<file path="config.mk">
export PLATFORM = sky130hd
export DESIGN_NAME = token_ring_termination_detector
export DESIGN_NICKNAME = d
export VERILOG_FILES = /design/src/rtl/core/trtd_pkg.sv /design/src/rtl/core/trtd_dp.sv /design/src/rtl/core/trtd_ctrl.sv /design/src/rtl/core/token_ring_termination_detector.sv
export VERILOG_INCLUDE_DIRS = /design/src /design/src/rtl/core
export SDC_FILE = /design/constraint.sdc
export NUM_CORES = 1
export LEC_CHECK = 0
export BUFFER_PORTS_ARGS = -buffer_cell sky130_fd_sc_hd__buf_2
export CAP_MARGIN = 10
export CORE_UTILIZATION = 65
export CTS_CLUSTER_SIZE = 30
export DETAILED_ROUTE_END_ITERATION = 8
export PLACE_DENSITY = 0.91
export SYNTH_ARGS = -nofsm -noshare
export SYNTH_HDL_FRONTEND = slang
export SYNTH_HIERARCHICAL = 1
export SYNTH_SLANG_ARGS = --single-unit
</file>
<file path="constraint.sdc">
create_clock -name clk_i -period 9.3 [get_ports clk_i]
set_input_delay 1.86 -clock clk_i [delete_from_list [all_inputs] [get_ports clk_i]]
set_output_delay 1.86 -clock clk_i [all_outputs]
set_load 0.005 [all_outputs]
</file>
<file path="src/rtl/core/assert_macros.svh">
// Assertion macros used by the termination detector top level
`ifndef ASSERT_MACROS_SVH
`define ASSERT_MACROS_SVH

// Property must hold at every clock edge outside reset
`define TRTD_ASSERT(lbl, clk, rstn, prop, msg) \
  lbl: assert property (@(posedge clk) disable iff (!(rstn)) (prop)) else $error(msg);

// Condition must never be seen at a clock edge outside reset
`define TRTD_ASSERT_NEVER(lbl, clk, rstn, cond, msg) \
  lbl: assert property (@(posedge clk) disable iff (!(rstn)) !(cond)) else $error(msg);

`endif

</file>
<file path="src/rtl/core/trtd_pkg.sv">
// Types and constants of the token ring termination detector
package trtd_pkg;

  localparam int unsigned TargetW  = 31;
  localparam int unsigned RankW    = 6;
  localparam int unsigned SizeW    = 7;
  localparam int unsigned CountW   = 16;
  localparam int unsigned BalW     = 32;
  localparam int unsigned CfgIdxW  = 2;
  localparam int unsigned StepCntW = 5;

  // Request kinds
  localparam logic [2:0] KindPush  = 3'd0;
  localparam logic [2:0] KindLift  = 3'd1;
  localparam logic [2:0] KindRecv  = 3'd2;
  localparam logic [2:0] KindToken = 3'd3;
  localparam logic [2:0] KindTerm  = 3'd4;
  localparam logic [2:0] KindIdle  = 3'd5;

  // Configuration register indexes
  localparam logic [CfgIdxW-1:0] CfgNodeRank = 2'd0;
  localparam logic [CfgIdxW-1:0] CfgRingSize = 2'd1;

  typedef struct packed {
    logic [2:0]                kind;
    logic [TargetW-1:0]        target_node;
    logic [CountW-1:0]         msg_count;
    logic                      in_token_color;
    logic signed [BalW-1:0]    in_token_value;
  } in_req_t;

  typedef struct packed {
    logic                      push_remote;
    logic [RankW-1:0]          push_owner;
    logic                      token_send;
    logic                      out_token_color;
    logic signed [BalW-1:0]    out_token_value;
    logic [RankW-1:0]          token_dest;
    logic                      term_broadcast;
    logic                      is_terminated;
  } out_res_t;

  // Controller to datapath commands
  typedef struct packed {
    logic load;   // latch request, seed the remainder unit
    logic step;   // one restoring-remainder step
    logic exec;   // update state, write result register
  } dp_cmd_t;

  // Datapath to controller status
  typedef struct packed {
    logic needs_div;
  } dp_status_t;

  typedef enum logic [2:0] {
    StIdle = 3'b001,
    StDiv  = 3'b010,
    StExec = 3'b100
  } ctrl_state_e;

endpackage

</file>
<file path="src/rtl/core/trtd_dp.sv">
// Datapath: config registers, request latch, remainder unit, node state, result register
module trtd_dp import trtd_pkg::*; #(
  parameter int unsigned MAX_NODES = 64
) (
  input  logic                clk_i,
  input  logic                rst_ni,
  input  in_req_t             in_data_i,
  input  logic                cfg_we_i,
  input  logic [CfgIdxW-1:0]  cfg_index_i,
  input  logic [SizeW-1:0]    cfg_data_i,
  input  dp_cmd_t             cmd_i,
  output dp_status_t          status_o,
  output out_res_t            out_data_o
);

  localparam int unsigned SizeCap = (MAX_NODES > (2 ** SizeW - 1)) ? (2 ** SizeW - 1) : MAX_NODES;
  localparam logic [SizeW-1:0] SizeCapV = SizeW'(SizeCap);

  logic [RankW-1:0]   rank_q;
  logic [SizeW-1:0]   size_q;
  logic [SizeW-1:0]   eff_size;
  in_req_t            req_q;
  logic [TargetW-1:0] dvd_q, dvd_d;
  logic [SizeW-1:0]   rem_q, rem_d;
  logic [SizeW:0]     trial;
  logic [SizeW:0]     trial_sub;

  logic [BalW-1:0]    bal_q, bal_d;
  logic               black_q, black_d;
  logic               held_q, held_d;
  logic               sent_q, sent_d;
  logic               hcolor_q, hcolor_d;
  logic [BalW-1:0]    hvalue_q, hvalue_d;
  logic               done_q, done_d;
  out_res_t           out_q, out_d;

  logic               master;
  logic               holding;
  logic               remote;
  logic [BalW-1:0]    tok_sum;

  // Configuration registers
  always_ff @(posedge clk_i or negedge rst_ni) begin
    if (!rst_ni) begin
      rank_q <= '0;
      size_q <= SizeW'(1);
    end else if (cfg_we_i) begin
      case (cfg_index_i)
        CfgNodeRank: rank_q <= cfg_data_i[RankW-1:0];
        CfgRingSize: size_q <= cfg_data_i;
        default: ;
      endcase
    end
  end

  // Ring size clamped to 1..min(MAX_NODES, 127)
  always_comb begin
    eff_size = size_q;
    if (size_q == '0) eff_size = SizeW'(1);
    else if (size_q > SizeCapV) eff_size = SizeCapV;
  end

  assign master = (rank_q == '0);
  assign status_o.needs_div = (req_q.kind == KindPush) || (req_q.kind == KindIdle);

  // Request latch
  always_ff @(posedge clk_i) begin
    if (cmd_i.load) req_q <= in_data_i;
  end

  // Restoring remainder: one dividend bit per step
  assign trial     = {rem_q, dvd_q[TargetW-1]};
  assign trial_sub = trial - {1'b0, eff_size};

  always_comb begin
    dvd_d = dvd_q;
    rem_d = rem_q;
    if (cmd_i.load) begin
      rem_d = '0;
      if (in_data_i.kind == KindPush) begin
        dvd_d = in_data_i.target_node;
      end else begin
        dvd_d = TargetW'({1'b0, rank_q} + SizeW'(1));
      end
    end else if (cmd_i.step) begin
      dvd_d = {dvd_q[TargetW-2:0], 1'b0};
      rem_d = (trial >= {1'b0, eff_size}) ? trial_sub[SizeW-1:0] : trial[SizeW-1:0];
    end
  end

  always_ff @(posedge clk_i) begin
    dvd_q <= dvd_d;
    rem_q <= rem_d;
  end

  // Node state update and result for the latched request
  assign remote  = (rem_q != {1'b0, rank_q});
  assign holding = held_q || (master && !sent_q);
  assign tok_sum = hvalue_q + bal_q;

  always_comb begin
    bal_d    = bal_q;
    black_d  = black_q;
    held_d   = held_q;
    sent_d   = sent_q;
    hcolor_d = hcolor_q;
    hvalue_d = hvalue_q;
    done_d   = done_q;
    out_d    = '0;
    case (req_q.kind)
      KindPush: begin
        bal_d = bal_q + BalW'(remote);
        out_d.push_remote = remote;
        out_d.push_owner  = rem_q[RankW-1:0];
      end
      KindLift: begin
        bal_d = bal_q + BalW'(req_q.msg_count);
      end
      KindRecv: begin
        if (req_q.msg_count != '0) begin
          bal_d   = bal_q - BalW'(req_q.msg_count);
          black_d = 1'b1;
        end
      end
      KindToken: begin
        hcolor_d = req_q.in_token_color | black_q;
        hvalue_d = req_q.in_token_value;
        black_d  = 1'b0;
        held_d   = 1'b1;
      end
      KindTerm: begin
        done_d = 1'b1;
      end
      KindIdle: begin
        if (!done_q && holding) begin
          if (master && sent_q && !black_q && !hcolor_q && (tok_sum == '0)) begin
            done_d = 1'b1;
            out_d.term_broadcast = 1'b1;
          end else begin
            // master restarts a fresh white token
            hcolor_d = master ? 1'b0 : hcolor_q;
            hvalue_d = master ? '0 : tok_sum;
            held_d   = 1'b0;
            sent_d   = 1'b1;
            out_d.token_send      = 1'b1;
            out_d.out_token_color = master ? 1'b0 : hcolor_q;
            out_d.out_token_value = master ? '0 : tok_sum;
            out_d.token_dest      = rem_q[RankW-1:0];
          end
        end
      end
      default: ;
    endcase
    out_d.is_terminated = done_d;
  end

  always_ff @(posedge clk_i or negedge rst_ni) begin
    if (!rst_ni) begin
      bal_q    <= '0;
      black_q  <= 1'b0;
      held_q   <= 1'b0;
      sent_q   <= 1'b0;
      hcolor_q <= 1'b0;
      hvalue_q <= '0;
      done_q   <= 1'b0;
    end else if (cmd_i.exec) begin
      bal_q    <= bal_d;
      black_q  <= black_d;
      held_q   <= held_d;
      sent_q   <= sent_d;
      hcolor_q <= hcolor_d;
      hvalue_q <= hvalue_d;
      done_q   <= done_d;
    end
  end

  // Result register
  always_ff @(posedge clk_i) begin
    if (cmd_i.exec) out_q <= out_d;
  end

  assign out_data_o = out_q;

endmodule

</file>
<file path="src/rtl/core/trtd_ctrl.sv">
// Controller: request sequencing, step counter and result valid
module trtd_ctrl import trtd_pkg::*; (
  input  logic        clk_i,
  input  logic        rst_ni,
  input  logic        in_valid_i,
  output logic        in_stall_o,
  output logic        out_valid_o,
  input  logic        out_stall_i,
  input  dp_status_t  status_i,
  output dp_cmd_t     cmd_o
);

  localparam logic [StepCntW-1:0] LastStep = StepCntW'(TargetW - 1);

  ctrl_state_e         state_q, state_d;
  logic [StepCntW-1:0] cnt_q, cnt_d;
  logic                ovalid_q, ovalid_d;
  logic                out_free;

  assign out_free = !ovalid_q || !out_stall_i;

  // Next state and commands
  always_comb begin
    state_d = state_q;
    cnt_d   = cnt_q;
    cmd_o   = '0;
    case (state_q)
      StIdle: begin
        if (in_valid_i) begin
          cmd_o.load = 1'b1;
          cnt_d      = '0;
          state_d    = StDiv;
        end
      end
      StDiv: begin
        if (!status_i.needs_div) begin
          state_d = StExec;
        end else begin
          cmd_o.step = 1'b1;
          cnt_d      = cnt_q + StepCntW'(1);
          if (cnt_q == LastStep) state_d = StExec;
        end
      end
      StExec: begin
        if (out_free) begin
          cmd_o.exec = 1'b1;
          state_d    = StIdle;
        end
      end
      default: state_d = StIdle;
    endcase
  end

  // Result valid: set on execute, cleared when taken
  always_comb begin
    ovalid_d = ovalid_q && out_stall_i;
    if (cmd_o.exec) ovalid_d = 1'b1;
  end

  always_ff @(posedge clk_i or negedge rst_ni) begin
    if (!rst_ni) begin
      state_q  <= StIdle;
      cnt_q    <= '0;
      ovalid_q <= 1'b0;
    end else begin
      state_q  <= state_d;
      cnt_q    <= cnt_d;
      ovalid_q <= ovalid_d;
    end
  end

  assign in_stall_o  = (state_q != StIdle);
  assign out_valid_o = ovalid_q;

endmodule

</file>
<file path="src/rtl/core/token_ring_termination_detector.sv">
// Top level of one token ring termination detector node
//
// Usage: requests enter on in_valid_i/in_stall_o with one in_req_t each
// (push, lift fan-out, receipt, token arrival, termination, idle check).
// Every request gives exactly one out_res_t on out_valid_o/out_stall_i.
// Node rank and ring size are written through cfg_valid_i/cfg_ready_o;
// the user must do so only while no request is in flight, as the block
// does not enforce it; cfg_ready_o is always high.
// Push and idle check run 31 steps of the restoring remainder unit, one bit
// of the 31-bit target or of rank+1 per step, before execute; other kinds
// go straight to execute. One request is in flight at a time; a new one is
// accepted the cycle after the result is written.
// A finished result waits in the output register while the next request
// is accepted; if the receiver still stalls when that one is done, the
// block holds it in the execute step, with in_stall_o high, until the
// output register is free.
// Reset clears the node state (balance, colors, token, done flag), sets
// rank 0 and ring size 1, and leaves the block ready for requests.
module token_ring_termination_detector import trtd_pkg::*; #(
  parameter int unsigned MAX_NODES = 64
) (
  input  logic                clk_i,
  input  logic                rst_ni,
  input  logic                in_valid_i,
  output logic                in_stall_o,
  input  in_req_t             in_data_i,
  output logic                out_valid_o,
  input  logic                out_stall_i,
  output out_res_t            out_data_o,
  input  logic                cfg_valid_i,
  output logic                cfg_ready_o,
  input  logic [CfgIdxW-1:0]  cfg_index_i,
  input  logic [SizeW-1:0]    cfg_data_i
);

  `include "assert_macros.svh"

  dp_cmd_t    cmd;
  dp_status_t status;

  assign cfg_ready_o = 1'b1;

  trtd_ctrl u_ctrl (
    .clk_i       (clk_i),
    .rst_ni      (rst_ni),
    .in_valid_i  (in_valid_i),
    .in_stall_o  (in_stall_o),
    .out_valid_o (out_valid_o),
    .out_stall_i (out_stall_i),
    .status_i    (status),
    .cmd_o       (cmd)
  );

  trtd_dp #(
    .MAX_NODES (MAX_NODES)
  ) u_dp (
    .clk_i       (clk_i),
    .rst_ni      (rst_ni),
    .in_data_i   (in_data_i),
    .cfg_we_i    (cfg_valid_i && cfg_ready_o),
    .cfg_index_i (cfg_index_i),
    .cfg_data_i  (cfg_data_i),
    .cmd_i       (cmd),
    .status_o    (status),
    .out_data_o  (out_data_o)
  );

  // An accepted request keeps the block busy in the next cycle
  `TRTD_ASSERT(a_busy_after_accept, clk_i, rst_ni, (in_valid_i && !in_stall_o) |=> in_stall_o, "request accepted while idle did not make the block busy")
  // A new result only comes from a request in flight
  `TRTD_ASSERT(a_result_from_request, clk_i, rst_ni, $rose(out_valid_o) |-> $past(in_stall_o), "result appeared without a request in flight")
  // Execute never overwrites a result that is still stalled
  `TRTD_ASSERT_NEVER(a_no_overwrite, clk_i, rst_ni, cmd.exec && out_valid_o && out_stall_i, "result register overwritten while stalled")

endmodule

</file>
==> results.md, run 1 <==
- The number of global-route vias before repair is roughly 12000.
- The total routing usage reported by global routing is around 34%.
- In this run the standard cell core region covers approximately 0.021 mm2.
- The hold violation total from the final report came to 0.
- In this run the remaining antenna-violating nets after routing total 0.
- The worst setup path is launched from a flip-flop.
- The power share of the combinational group is 50.5%.
- In this run, placement finished with an instance count of 1810.
- The die boundary height is between 100 and 150 um.
- The later pin in the worst-skew pair is clocked with a latency of between 0.5 and 0.6 ns.
- By count the netlist is led by 209 x sky130_fd_sc_hd__nand2_1, 132 x sky130_fd_sc_hd__edfxtp_1, 131 x sky130_fd_sc_hd__nor2_1.
- The number of buffers inserted to repair setup after CTS is 0.
- The flop and latch count out of synthesis is 230.
- TritonCTS built the clock tree.
- Of the total power, the share spent switching nets is 43.5%.
- The synthesized-area fraction occupied by ao, oa, aoi and oai cells is between 10% and 20%.
- The cell type group with the largest total delay on the critical path is simple AND/OR/NAND/NOR gates.
- The mean area per synthesized cell is roughly 9.6 um2.
- The CTS sink count is 230.
- The netlist area before placement is around 0.014 mm2.
- The setup-violating endpoint count in the final report is 0.
- Of the cells placed in the final design, the portion with a size suffix greater than 1 is between 10% and 20%.
- The period utilization is a little over three fifths.
- The number of design-rule violations left by the first detailed-router iteration is roughly 1300.
- For this run, the post-layout net count is about 1700.
- The clock period minus final worst setup slack is just under 6 ns.
- Yosys printed 6 warnings.
- The maximum clock path buffer count is 3.
- The share of the Yosys chip area taken by registers is between 40% and 50%.
- VDD sags by at most about 0.00025 V.
- Walking the worst path, the cells encountered are or3_1 > or3_1 > or3_1 > or3_1 > or3_1 > or3_1 > nor3_1 > ha_1 > a221oi_1 > ha_1 > inv_1 > nor3_1 > and3_1 > a32oi_1 > a41o_1 > o21ai_0 > a21oi_1 > o21bai_1 > nand4_1 > a31oi_1 > xor2_1.
- The depth of the critical timing path with buffers and inverters included is 21.
- The fraction of power consumed by the clock network is between 10% and 20%.
- By area, the combinational part of the netlist is dominated by compound AO/OA/AOI/OAI gates.
- The dominant cell by count in the synthesized netlist is sky130_fd_sc_hd__nand2_1.
- After filler insertion, the fill cell instance count of the layout stands at between 1000 and 1500.
- The clock-pin slew reported for the worst setup and hold paths after clock tree synthesis is around 0.060 ns.
- Summing the areas of all xor and xnor instances in the mapped netlist gives approximately 4.2% of the synthesized area.
- The leakage power summed over all cells is about 6.9 nW.
- From left edge to right edge, the die measures between 100 and 150 um.
- After synthesis, the largest area contributor takes up ~28% of total cell area.
- The congestion estimate from routability-driven global placement came to 0.986.
- The non-filler instance count after layout is 1856.
- The dominant synthesized flop cell is sky130_fd_sc_hd__edfxtp_1.
- The type of destination of the critical path is a flip-flop.
- The final cell area excluding filler cells is 0.0156 mm2.
- Wires add up to ~37000 um.
- After clock tree synthesis, the flow added hold-fix buffers numbering 0.
- The final max-slew violation count came to 0.
- Counting instances, the worst hold path has a depth of 2.
- The library cell occupying the most area in the post-synthesis netlist is sky130_fd_sc_hd__edfxtp_1.
- The per-cell via count in the routed design is about 6.6.
- Across all layers, the routed design uses ~12000 vias.
- Summed over all layers, the global routing overflow is 0.
- The maximum fanout count along the critical path is 4.
- In the final routed layout, each cell accounts on average for between 15 and 20 um.
- After synthesis, the share of cell area in mux cells is 2.03%.
- The initial core utilization is 66.2%.
- The largest incremental delay on the critical path is about 0.42 ns.
- The pre-antenna-repair detailed-routing pass consisted of 7 iterations.
- Sequential cells account for ~30% of the total power.
- The buffer and inverter count on the worst path is 1.
- Once detailed placement completed, the half-perimeter wirelength came to 25600 um.
- The slowest stage of the critical path is the sky130_fd_sc_hd__edfxtp_1 cell.
- The power density over the cells is between 300 and 400 mW/mm2.
- The summed negative setup slack over all endpoints is 0 ns.
- The growth of design area from synthesis to finish is 11.8%.
- At the worst endpoint, the arrival time is between 6 and 7 ns.
- The number of antenna violations at the first check in global routing is 0.
- Buffers placed on the I/O ports in this run total 147.
- Setup repair after global routing left no endpoint under its margin.
- In this design, the critical path's most frequently occurring cell is sky130_fd_sc_hd__or3_1.
- The global-route wire length before repair is 59300 um.
- The number of diodes added for antenna fixing is 0.
- The setup path with the least slack is of type flip-flop to flip-flop.
- The full die area is around 0.022 mm2.
- The simple-gate area share of the yosys netlist is between 10% and 20%.
- For this run, the top clock speed supported by timing is ~170 MHz.
- The root buffer cell chosen for the clock tree is sky130_fd_sc_hd__clkbuf_16.
- In this run, synthesis inferred roughly 130 flip-flops with an integrated enable.
- Counting the buffers created by CTS gives 25.
- In this run the power spent charging and discharging nets is about 2.1 mW.
- The share of flip-flops with an asynchronous set or reset is between 30% and 40%.
- In this run the count of I/O pins placed on the die edge is ~150.
- The depth of the most critical reg-to-reg path is 21.
- The internal power of the cells totals about 2.8 mW.
- For the worst setup path, the data required time is roughly 9.7 ns.
- The area of placed instances is about 0.015 mm2.
- The number of cells upsized or downsized after cts is 0.
- Yosys mapped the design onto just over 80 distinct sky130hd cell types.
- In the post-synthesis netlist, the biggest area contributors are sky130_fd_sc_hd__edfxtp_1 28%, sky130_fd_sc_hd__dfrtp_1 16%, sky130_fd_sc_hd__ha_1 6.7%, sky130_fd_sc_hd__nand2_1 5.6%, sky130_fd_sc_hd__nor2_1 3.5%.
- The gate count of the mapped netlist is around 1500.
- The transition at the pin with the smallest max-transition slack is ~1.2 ns.
- The number of nets in the synthesized netlist is about 1600.
- The worst min-delay path class is flip-flop to flip-flop.
- The setup clock skew after layout is roughly 0.019 ns.
- Row generation in the floorplan step produced 53 rows.
- CTS built an H-tree with a depth of 1.
- Entering global routing, the biggest net connects 100 pins.
- The remaining routing DRC violations is 0.
- The flow ran to the end, and the final reports show no timing, DRC or antenna violations.
- The adder-cell share of the synthesized area is 7.17%.
- The worst relative slew slack is a little under 20%.
- The max-cap violation count is 0.
==> cell type report <==
cell class                 instances  area, um2  share of cell area, %
timing repair buffer             157        813                   5.23
inverter                          59        224                   1.44
sequential                       230       6380                   41.0
multi-input combinational       1089       7010                   45.0
tap                              275        344                   2.21
clock inverter                    14        119                  0.764
clock buffer                      32        672                   4.32
==> logic make-up (layout without fill, tap and decap cells) <==
group,count (synthesis),count (layout)
buf+inv,134,262
mux,26,26
simple gates,507,507
flops,230,230
compound gates,410,410
fa+ha+maj,78,78
xor+xnor,67,67
other cells,1,1
==> through the flow <==
step / utilization [%] / total power, mW / setup slack (ns) / hold slack (ns)
after floorplan: - / 3.24 / 3.53 / 0.442
after global placement: 70.3 / 3.80 / 3.75 / 0.467
after detailed placement: 70.3 / 3.86 / 3.61 / 0.470
after CTS: 74.0 / 4.84 / 3.54 / 0.487
after global routing: 74.0 / 5.18 / 3.10 / 0.525
final: 74.0 / 4.90 / 3.48 / 0.489
==> layer usage <==
metal  vias up  share of wire, %  global-route usage, %
met5         -                 0                      0
met4         0               5.2                   17.7
met3       166               7.8                   5.37
met2       673                50                   59.7
met1      5740                37                   39.9
li1       5582                 -                      -
==> cells in the final DEF (no fill, tap or decap), types with 5 or more instances in the layout <==
cell and n:
sky130_fd_sc_hd__a211oi_1 14, sky130_fd_sc_hd__a21o_1 34, sky130_fd_sc_hd__a21oi_1 66, sky130_fd_sc_hd__a221oi_1 41
sky130_fd_sc_hd__a22o_1 9, sky130_fd_sc_hd__a31oi_1 14, sky130_fd_sc_hd__and2_1 12, sky130_fd_sc_hd__and3_1 27
sky130_fd_sc_hd__buf_2 146, sky130_fd_sc_hd__buf_4 11, sky130_fd_sc_hd__clkbuf_1 5, sky130_fd_sc_hd__clkbuf_16 25
sky130_fd_sc_hd__dfrtp_1 89, sky130_fd_sc_hd__dfxtp_1 7, sky130_fd_sc_hd__edfxtp_1 132, sky130_fd_sc_hd__ha_1 75
sky130_fd_sc_hd__inv_1 56, sky130_fd_sc_hd__mux2_2 18, sky130_fd_sc_hd__mux2i_1 8, sky130_fd_sc_hd__nand2_1 209
sky130_fd_sc_hd__nand2b_1 12, sky130_fd_sc_hd__nand3_1 25, sky130_fd_sc_hd__nand4_1 17, sky130_fd_sc_hd__nor2_1 130
sky130_fd_sc_hd__nor2b_1 9, sky130_fd_sc_hd__nor3_1 22, sky130_fd_sc_hd__o211ai_1 34, sky130_fd_sc_hd__o21a_1 13
sky130_fd_sc_hd__o21ai_0 98, sky130_fd_sc_hd__o21bai_1 10, sky130_fd_sc_hd__o22ai_1 24, sky130_fd_sc_hd__o31ai_1 8
sky130_fd_sc_hd__or3_1 14, sky130_fd_sc_hd__xnor2_1 39, sky130_fd_sc_hd__xor2_1 28
==> flip-flops by register name, indices dropped and copies added, names as in the netlist <==
register            count
u_dp/rank_q             6
u_dp/hvalue_q          32
u_dp/hcolor_q           1
u_dp/done_q             1
u_dp/black_q            1
u_dp/rem_q              7
u_dp/bal_q             32
u_ctrl/state_q          3
u_dp/out_data_o        49
u_ctrl/out_valid_o      1
u_dp/dvd_q             31
u_dp/sent_q             1
u_dp/req_q             52
u_dp/size_q             7
u_dp/held_q             1
u_ctrl/cnt_q            5
==> power by group through the flow <==
stage	clock (mW)	combinational, mW	sequential (mW)
after CTS	0.963	2.41	1.46
after global placement	0	2.32	1.47
after floorplan	0	1.82	1.42
final	0.959	2.47	1.47
after detailed placement	0	2.38	1.48
after global routing	1.01	2.69	1.48
==> worst paths after layout <==
path	start	to	slack, ns
max in group asynchronous	rst_ni	u_dp/size_q[4]$_DFFE_PN0P_	6.84
max reg2reg	u_dp/req_q[35]$_DFFE_PP_	u_dp/bal_q[31]$_DFFE_PN0P_	3.48
min in group asynchronous	rst_ni	u_dp/bal_q[25]$_DFFE_PN0P_	1.25
min reg2reg	u_dp/rem_q[6]$_SDFFE_PP0P_	u_dp/rem_q[6]$_SDFFE_PP0P_	0.49
max	u_dp/req_q[35]$_DFFE_PP_	u_dp/bal_q[31]$_DFFE_PN0P_	3.48
min	u_dp/rem_q[6]$_SDFFE_PP0P_	u_dp/rem_q[6]$_SDFFE_PP0P_	0.49
==> worst min-delay path, stage by stage (launching register included) <==
cell and delay (ns):
sky130_fd_sc_hd__dfxtp_1 0.33, sky130_fd_sc_hd__inv_1 0.06, sky130_fd_sc_hd__o32ai_1 0.05
No activity file was read; power rests on OpenSTA's default activity.
==> run 2: changes to the inputs <==
--- a/config.mk
+++ b/config.mk
@@ -8,10 +8,10 @@
 export LEC_CHECK = 0
 export BUFFER_PORTS_ARGS = -buffer_cell sky130_fd_sc_hd__buf_2
 export CAP_MARGIN = 10
-export CORE_UTILIZATION = 65
+export CORE_UTILIZATION = 54
 export CTS_CLUSTER_SIZE = 30
 export DETAILED_ROUTE_END_ITERATION = 8
-export PLACE_DENSITY = 0.91
+export PLACE_DENSITY = 0.81
 export SYNTH_ARGS = -nofsm -noshare
 export SYNTH_HDL_FRONTEND = slang
 export SYNTH_HIERARCHICAL = 1
==> constraint.sdc (replaced) <==
create_clock -name clk_i -period 4.67 [get_ports clk_i]
set_input_delay 0.934 -clock clk_i [delete_from_list [all_inputs] [get_ports clk_i]]
set_output_delay 0.934 -clock clk_i [all_outputs]
set_load 0.005 [all_outputs]
==> run 2 against run 1 <==
The run now ends with setup timing left. Cell count rose by 7.5%. Register-to-register slack worse by 4.1 ns. Sequential power up 98%. Non-clock buffer count up 79. Wire length shrank 2.2%. Critical endpoint unchanged. Sequential share of layout area decreased by 2.3 points. Critical path depth unchanged. Die area rose by 20%. Count of clock-buffer cells in the layout grew 2. Flip-flop and latch count is the same. Cell area is 5.9% higher.
==> results.md, run 2 (synthesized netlist as in run 1, its figures left out) <==
- The port buffer count is 147.
- The total I/O pin count is 149.
- The final critical path takes up 112% of the cycle.
- The global placement routability congestion is between 0.9 and 1.
- The global-route wire length before repair is ~57000 um.
- The clock-pin slew reported for the worst setup and hold paths after clock tree synthesis is approximately 0.060 ns.
- The signal arrival time at the worst endpoint is about 5.7 ns.
- Timing analysis after detailed placement gives a worst setup slack of -0.637 ns.
- In this run the power density over the cells is between 600 and 700 mW/mm2.
- After routing the design area is 0.0165 mm2.
- In this run the number of cells on the critical path is 21.
- The leakage power summed over all cells is around 7.4 nW.
- The reg-to-reg startpoint is u_dp/req_q[34]$_DFFE_PP_.
- The data required time of the worst path is roughly 5.1 ns.
- Setup violations remaining at the end of the flow were counted as 8.
- Ranked by flip-flop count, first place goes to u_dp/req_q.
- The flip-flop count of the largest register after layout is 52.
- The number of global-route vias before repair came to 11600.
- The hold violation total from the final report is 0.
- Counting both buffers and inverters, the worst setup path holds a total of 1.
- The number of design-rule violations left by the first detailed-router iteration is about 1100.
- The full die area is 0.0264 mm2.
- The per-cell via count in the routed design is approximately 6.
- The signal on the critical path passes through or3_4 > or3_4 > or3_4 > or3_4 > or3_4 > or3_4 > nor3_4 > ha_1 > a221oi_2 > ha_1 > inv_2 > nor3_4 > and3_1 > a32oi_2 > a41o_1 > o21ai_2 > a21oi_2 > o21bai_1 > a2111o_1 > a31oi_1 > xor2_1.
- For this run, design rule violations remaining after detail routing come to 0.
- The clock passes through at most 3 buffers.
- The core region is around 0.025 mm2.
- Max-cap violations in this run came to 0.
- The fmax is around 190 MHz.
- The number of cells on the worst reg-to-reg path is 21.
- The min-delay analysis places its worst path in the category flip-flop to flip-flop.
- The checks that failed: setup timing.
- The total overflow reported by the global router is 0.
- Following the worst setup path forward leads to its endpoint at u_dp/bal_q[31]$_DFFE_PN0P_.
- The cell family contributing the most delay on the critical path is simple AND/OR/NAND/NOR gates.
- Entering global routing, the biggest net connects ~70 pins.
- The run finished, with violations left.
- The total via count in the routed design is ~12000.
- Across the VDD grid, the largest voltage drop is 0.000408 V.
- The H-tree depth is 1.
- The CTS sink count is 230.
- The most common cell after layout, fill and taps aside is sky130_fd_sc_hd__nand2_1.
- Once the floorplan was initialized, standard cells occupied 55.1% of the core.
- Global routing used around 27% of the available tracks across all layers.
- The cell with the biggest individual delay on the critical path is sky130_fd_sc_hd__or3_4.
- TritonCTS built the clock tree.
- After filler insertion, the fill cell instance count of the layout stands at approximately 2000.
- Wires add up to ~36000 um.
- Setup repair after global routing could not meet its margin everywhere.
- Counting the buffers created by CTS gives 27.
- In this run the core area contains 58 standard-cell rows.
- The critical path launch point is u_dp/req_q[34]$_DFFE_PP_.
- In this design, the stage delay of the slowest critical-path cell is about 0.39 ns.
- The overall power of the completed layout is a little over 10 mW.
- The clock reaches the later pin of the worst-skew pair after between 0.5 and 0.6 ns.
- Clock tree synthesis selected as its root buffer the cell sky130_fd_sc_hd__clkbuf_16.
- The element type at the critical path start is a flip-flop.
- Compared with the post-synthesis result, the final layout area differs by 18.4%.
- The cell with the most instances on the worst path is sky130_fd_sc_hd__or3_4.
- The final max-slew violation count is 0.
- On the final layout, the worst clock skew is ~0.023 ns.
- The count of nets left with antenna violations once routing finished came out at 0.
- The worst relative slew slack is 36.5%.
- The die boundary height is 163 um.
- The setup slack on the worst flop-to-flop path is -0.58 ns.
- The first-pass iteration count of the detailed router is 6.
- The number of antenna violations at the first check in global routing is 1.
- The type of destination of the critical path is a flip-flop.
- The horizontal die dimension is 163 um.
- The worst path setup slack after routing is -0.579 ns.
- After clock tree synthesis, the flow added hold-fix buffers numbering 0.
- The clock period minus final worst setup slack is between 5 and 6 ns.
- The average wire per cell in the routed design is approximately 18 um.
- The top cell types in the final layout, fill and taps aside, are 209 x sky130_fd_sc_hd__nand2_1, 146 x sky130_fd_sc_hd__buf_2, 132 x sky130_fd_sc_hd__edfxtp_1.
- The maximum fanout count along the critical path is 4.
- Once detailed placement completed, the half-perimeter wirelength came to about 26000 um.
- The worst setup path is of the flip-flop to flip-flop kind.
- The endpoint of the lowest-slack register-to-register path is u_dp/bal_q[31]$_DFFE_PN0P_.
- The transition at the pin with the smallest max-transition slack is between 0.9 and 1 ns.
- The fraction of layout instances using a drive strength above 1 is a little over a fifth.
- The area of placed instances is between 0.015 and 0.02 mm2.
- The number of nets in the layout is around 1800.
[run 2: cell count changes in the layout (fill, tap and decap cells not counted), sizes merged]
cell	previous run	this run
clkinvlp	1	3
diode	0	1
clkbuf	32	34
inv	61	63
buf	157	236
clkinv	10	9
bufinv	1	0
[run 2: metrics by stage]
stage,utilization [%],hold slack [ns],setup TNS (ns),std cells
after floorplan,-,0.442,-0.972,1453
after CTS,64.7,0.477,-2.95,1990
after global routing,65.2,0.492,-5.44,1994
after global placement,60.9,0.463,-2.14,1936
after detailed placement,60.9,0.462,-3.04,1936
final,65.3,0.480,-2.74,1995
[run 2: power by group]
part / internal [mW] / switching (mW)
sequential: 2.62 / 0.289
clock: 1.15 / 0.864
combinational: 2.10 / 3.19
total: 5.87 / 4.35
[run 2: final cells by class]
cell class / count / area [um2] / area share, %
timing repair buffer: 236 / 1420 / 8.60
antenna: 1 / 2.50 / 0.0152
multi-input combinational: 1089 / 7180 / 43.6
tap: 330 / 413 / 2.51
clock inverter: 16 / 109 / 0.660
inverter: 59 / 224 / 1.36
sequential: 230 / 6380 / 38.7
clock buffer: 34 / 752 / 4.56
[run 2: what timing repair did]
| action | CTS | global route |
|---|---|---|
| setup buffers | 4 | 4 |
| endpoints found under the setup margin | 10 | 16 |
| resized for setup | 15 | 29 |
| pin swaps | 14 | 28 |
[run 2: worst reg2reg max path, delay by kind of cell (launching register included)]
family | cells | cell delay [ns]
XOR/XNOR | 1 | 0.16
buffers and inverters | 1 | 0.09
AND/OR/NAND/NOR | 9 | 2.42
adder cells (fa/ha/maj) | 2 | 0.55
flip-flops | 1 | 0.38
AO/OA/AOI/OAI | 8 | 1.55
[run 2: worst min path at each step]
stage / startpoint / end / slack, ns / cells after the start
6_report: u_dp/rem_q[6]$_SDFFE_PP0P_ / u_dp/rem_q[6]$_SDFFE_PP0P_ / 0.48 / 2
5_1_grt: u_ctrl/cnt_q[4]$_DFFE_PN0P_ / u_ctrl/cnt_q[4]$_DFFE_PN0P_ / 0.49 / 1
4_1_cts: u_dp/sent_q$_DFFE_PN0P_ / u_dp/sent_q$_DFFE_PN0P_ / 0.48 / 1
3_5_place_dp: u_dp/sent_q$_DFFE_PN0P_ / u_dp/sent_q$_DFFE_PN0P_ / 0.46 / 1
3_3_place_gp: u_ctrl/cnt_q[4]$_DFFE_PN0P_ / u_ctrl/cnt_q[4]$_DFFE_PN0P_ / 0.46 / 1
2_1_floorplan: u_dp/sent_q$_DFFE_PN0P_ / u_dp/sent_q$_DFFE_PN0P_ / 0.44 / 1
[run 2: layer usage]
metal	vias up	wire, um	GRT usage, %
met1	5644	14000	32.1
li1	5746	-	-
met5	-	0	0
met3	136	2240	4.66
met2	476	18000	47.0
met4	0	1830	13.4
==> run 3: changes to the inputs <==
--- a/config.mk
+++ b/config.mk
@@ -8,6 +8,7 @@
 export LEC_CHECK = 0
 export BUFFER_PORTS_ARGS = -buffer_cell sky130_fd_sc_hd__buf_2
 export CAP_MARGIN = 10
+export CORE_MARGIN = 2
 export CORE_UTILIZATION = 54
 export CTS_CLUSTER_SIZE = 30
 export DETAILED_ROUTE_END_ITERATION = 8
==> run 3 against run 2 <==
The run still ends with setup timing left. Die area is 2.5% higher. Total power is 0.55% higher. Critical path depth is 2 higher. Clock power is 4% higher. Cell area is 0.19% higher. Non-clock buffer count is 2 lower. Utilization is 0.12 points higher. Worst hold slack better by 0.010 ns. Combinational power hardly changed. Fmax is 0.11% higher. Largest power group unchanged.
==> results.md, run 3 (synthesized netlist as in run 1, its figures left out) <==
- The number of antenna violations at the first check in global routing is 2.
- Measured against its own limit, the worst slew margin works out to between 30% and 40%.
- The full die area is around 0.027 mm2.
- The core region is ~0.025 mm2.
- The signal arrival time at the worst endpoint is approximately 5.7 ns.
- The setup slack after placement is -0.619 ns.
- The worst-case IR drop observed on VDD is just under 0.0004 V.
- The fmax is around 190 MHz.
- For the pin with the worst max-slew slack, the measured transition is between 0.9 and 1 ns.
- Once placement finished, the instance area stood at ~0.015 mm2.
- The cell type group with the largest total delay on the critical path is simple AND/OR/NAND/NOR gates.
- The number of buffers added by the clock tree synthesis step is 26.
- The flip-flop count of the largest register after layout is between 50 and 60.
- The detailed router finished its first iteration with 1008 violations.
- For the finished layout, the period the worst path requires is 5.24 ns.
- The total I/O pin count is around 150.
- Setup repair after global routing could not meet its margin everywhere.
- The hold violation total from the final report is 0.
- The most common cell after layout, fill and taps aside is sky130_fd_sc_hd__nand2_1.
- The first global-routing pass estimated 58500 um of wire.
- In the final routed layout, each cell accounts on average for between 15 and 20 um.
- Clock-pin slew was measured on the worst setup and hold paths at 0.06 ns.
- The final max-slew violation count is 0.
- The number of global-route vias before repair came to between 10000 and 15000.
- For this design, the slowest cell found on the critical path is sky130_fd_sc_hd__or3_4.
- The flow ran to the end, but the final reports show violations.
- The maximum clock path buffer count is 3.
- The total routing usage reported by global routing is a little over a quarter.
- Detailed placement ended at an HPWL of 26500 um.
- The die boundary height is approximately 160 um.
- After floorplanning, the core was divided into 58 placement rows.
- Net switching is about two fifths of the power.
- The clock arrives with between 0.02 and 0.025 ns of skew.
- The cell at the root of the clock tree is sky130_fd_sc_hd__clkbuf_16.
- The analysis attributes to cell leakage a power of 7.40 nW.
- The clock drives 230 sinks.
- The horizontal die dimension is roughly 160 um.
- STA classifies the critical path startpoint as a flip-flop.
- The power density over the cells is 622 mW/mm2.
- The global placement routability congestion is a little over 0.9.
- The largest single stage delay on the critical path is about 0.40 ns.
- The share of total power dissipated in the clock network is 20.5%.
- Traced cell by cell, the critical path runs through or3_4 > or3_4 > or3_4 > or3_4 > or3_4 > or3_4 > nor3_4 > ha_1 > a221oi_2 > ha_1 > inv_2 > nor3_4 > and3_1 > a32oi_2 > a41o_1 > o21ai_2 > a21oi_1 > o21bai_1 > buf_4 > buf_12 > a31oi_4 > xor2_1 > o21ai_1.
- The initial utilization of the core area, before any placement, comes to around 55%.
- Setup violations remaining at the end of the flow were counted as 10.
- The maximum fanout count along the critical path is 4.
- The share of total power dissipated in combinational logic is 51.2%.
- The internal power component is approximately 6 mW.
- The worst setup path is captured at a flip-flop.
- The maximum number of pins on one net before global-route repair is 70.
- The TritonCTS clock tree is built.
- At the worst endpoint, the required time is between 5 and 6 ns.
- Cells with a size suffix above 1 make up a little over a fifth of the layout.
- Together, buffers and inverters on the worst path number 3.
- The worst setup path is of the flip-flop to flip-flop kind.
- The port buffer count is 147.
- Dividing the detail-routed via count by the number of cells gives 6.07.
- Fill cells in the final layout number 2025.
- The worst path setup slack after routing is -0.573 ns.
- The total routed wirelength is between 30000 and 40000 um.
- The register with the highest flop count is u_dp/req_q.
- The detail route stage leaves a number of antenna-violating nets equal to 0.
- The setup slack on the worst flop-to-flop path is -0.57 ns.
- By instance count, the cell type seen most on the critical path is sky130_fd_sc_hd__or3_4.
- For this run, design rule violations remaining after detail routing come to 0.
- The first detailed-routing pass ran for 6 iterations.
- The library cells used most frequently in the layout, excluding fill and tap cells, are 209 x sky130_fd_sc_hd__nand2_1, 146 x sky130_fd_sc_hd__buf_2, 132 x sky130_fd_sc_hd__edfxtp_1.
- The final reports fail on setup timing.
- The worst min-delay path class is flip-flop to flip-flop.
- Summing over every cut layer, the via total after detailed routing is ~12000.
- The clock reaches the later pin of the worst-skew pair after 0.56 ns.
- The period utilization is 112%.
- Summed over all layers, the global routing overflow is 0.
- The max-cap violation count is 0.
- The final cell area excluding filler cells is around 0.017 mm2.
- CTS built an H-tree with a depth of 1.
- In the final design database the tool counted ~1800 nets.
- The growth of design area from synthesis to finish is 18.6%.
- The power share of the sequential group is between 20 and 30%.
- For this design the total switching power over the nets is 4.31 mW.
- Hold repair after CTS inserted 0 buffers.
## run 3: path summary, 6_finish.rpt
kind,startpoint,end,cells past startpoint
hold / removal,u_ctrl/cnt_q[4]$_DFFE_PN0P_,u_ctrl/cnt_q[4]$_DFFE_PN0P_,1
setup reg to reg,u_dp/req_q[35]$_DFFE_PP_,u_dp/bal_q[29]$_DFFE_PN0P_,23
min in group asynchronous,rst_ni,u_dp/bal_q[29]$_DFFE_PN0P_,1
max in group asynchronous,rst_ni,u_dp/hvalue_q[17]$_DFFE_PN0P_,2
hold reg to reg,u_ctrl/cnt_q[4]$_DFFE_PN0P_,u_ctrl/cnt_q[4]$_DFFE_PN0P_,1
setup / recovery,u_dp/req_q[35]$_DFFE_PP_,u_dp/bal_q[29]$_DFFE_PN0P_,23
## run 3: cell type report
type	instances	area (um2)	area share (%)
multi-input cells	1089	7160	43.4
flip-flops and latches	230	6380	38.7
repair buffers	234	1420	8.59
clock buffers	38	767	4.64
well taps	330	413	2.50
inverters	59	224	1.36
clock inverters	10	134	0.811
diodes	3	7.51	0.0455
## run 3: power groups by stage
| stage | sequential, mW | combinational (mW) | clock (mW) |
|---|---|---|---|
| CTS | 2.90 | 5.12 | 2.14 |
| global placement | 2.92 | 4.91 | 0 |
| global route | 2.95 | 5.76 | 2.22 |
| finish | 2.91 | 5.26 | 2.10 |
| detailed placement | 2.94 | 5.01 | 0 |
| floorplan | 2.83 | 3.63 | 0 |
## run 3: worst register-to-register path, cell delays in order, from the launching register on
cell and delay (ns):
sky130_fd_sc_hd__edfxtp_1 0.38, sky130_fd_sc_hd__or3_4 0.40, sky130_fd_sc_hd__or3_4 0.34, sky130_fd_sc_hd__or3_4 0.34, sky130_fd_sc_hd__or3_4 0.34, sky130_fd_sc_hd__or3_4 0.34, sky130_fd_sc_hd__or3_4 0.35, sky130_fd_sc_hd__nor3_4 0.11
sky130_fd_sc_hd__ha_1 0.26, sky130_fd_sc_hd__a221oi_2 0.29, sky130_fd_sc_hd__ha_1 0.30, sky130_fd_sc_hd__inv_2 0.09, sky130_fd_sc_hd__nor3_4 0.05, sky130_fd_sc_hd__and3_1 0.15, sky130_fd_sc_hd__a32oi_2 0.19, sky130_fd_sc_hd__a41o_1 0.23
sky130_fd_sc_hd__o21ai_2 0.07, sky130_fd_sc_hd__a21oi_1 0.13, sky130_fd_sc_hd__o21bai_1 0.09, sky130_fd_sc_hd__buf_4 0.16, sky130_fd_sc_hd__buf_12 0.12, sky130_fd_sc_hd__a31oi_4 0.15, sky130_fd_sc_hd__xor2_1 0.16, sky130_fd_sc_hd__o21ai_1 0.08
## run 3: timing repair
action                                  4_1_cts  5_1_grt
setup buffers                                19        6
endpoints found under the hold margin         0        0
gates resized for setup                      18       16
pin swaps                                    12       22
endpoints found under the setup margin       12       31
## run 3: per-layer routing
| metal | part of all wire [%] | global-route usage, % |
|---|---|---|
| met2 | 50 | 47.6 |
| met1 | 39 | 32.5 |
| met5 | 0 | 0 |
| met4 | 5.0 | 12.2 |
| met3 | 6.2 | 3.94 |
## run 3: through the flow
| step | cells | hold slack (ns) | TNS [ns] | total power [mW] | utilization, % |
|---|---|---|---|---|---|
| 2_1_floorplan | 1453 | 0.442 | -0.972 | 6.46 | - |
| 3_3_place_gp | 1933 | 0.464 | -2.13 | 7.83 | 60.9 |
| 3_5_place_dp | 1933 | 0.484 | -3.11 | 7.95 | 60.9 |
| 4_1_cts | 1989 | 0.491 | -2.76 | 10.2 | 65.0 |
| 5_1_grt | 1991 | 0.503 | -6.19 | 10.9 | 65.4 |
| 6_report | 1993 | 0.490 | -2.92 | 10.3 | 65.4 |
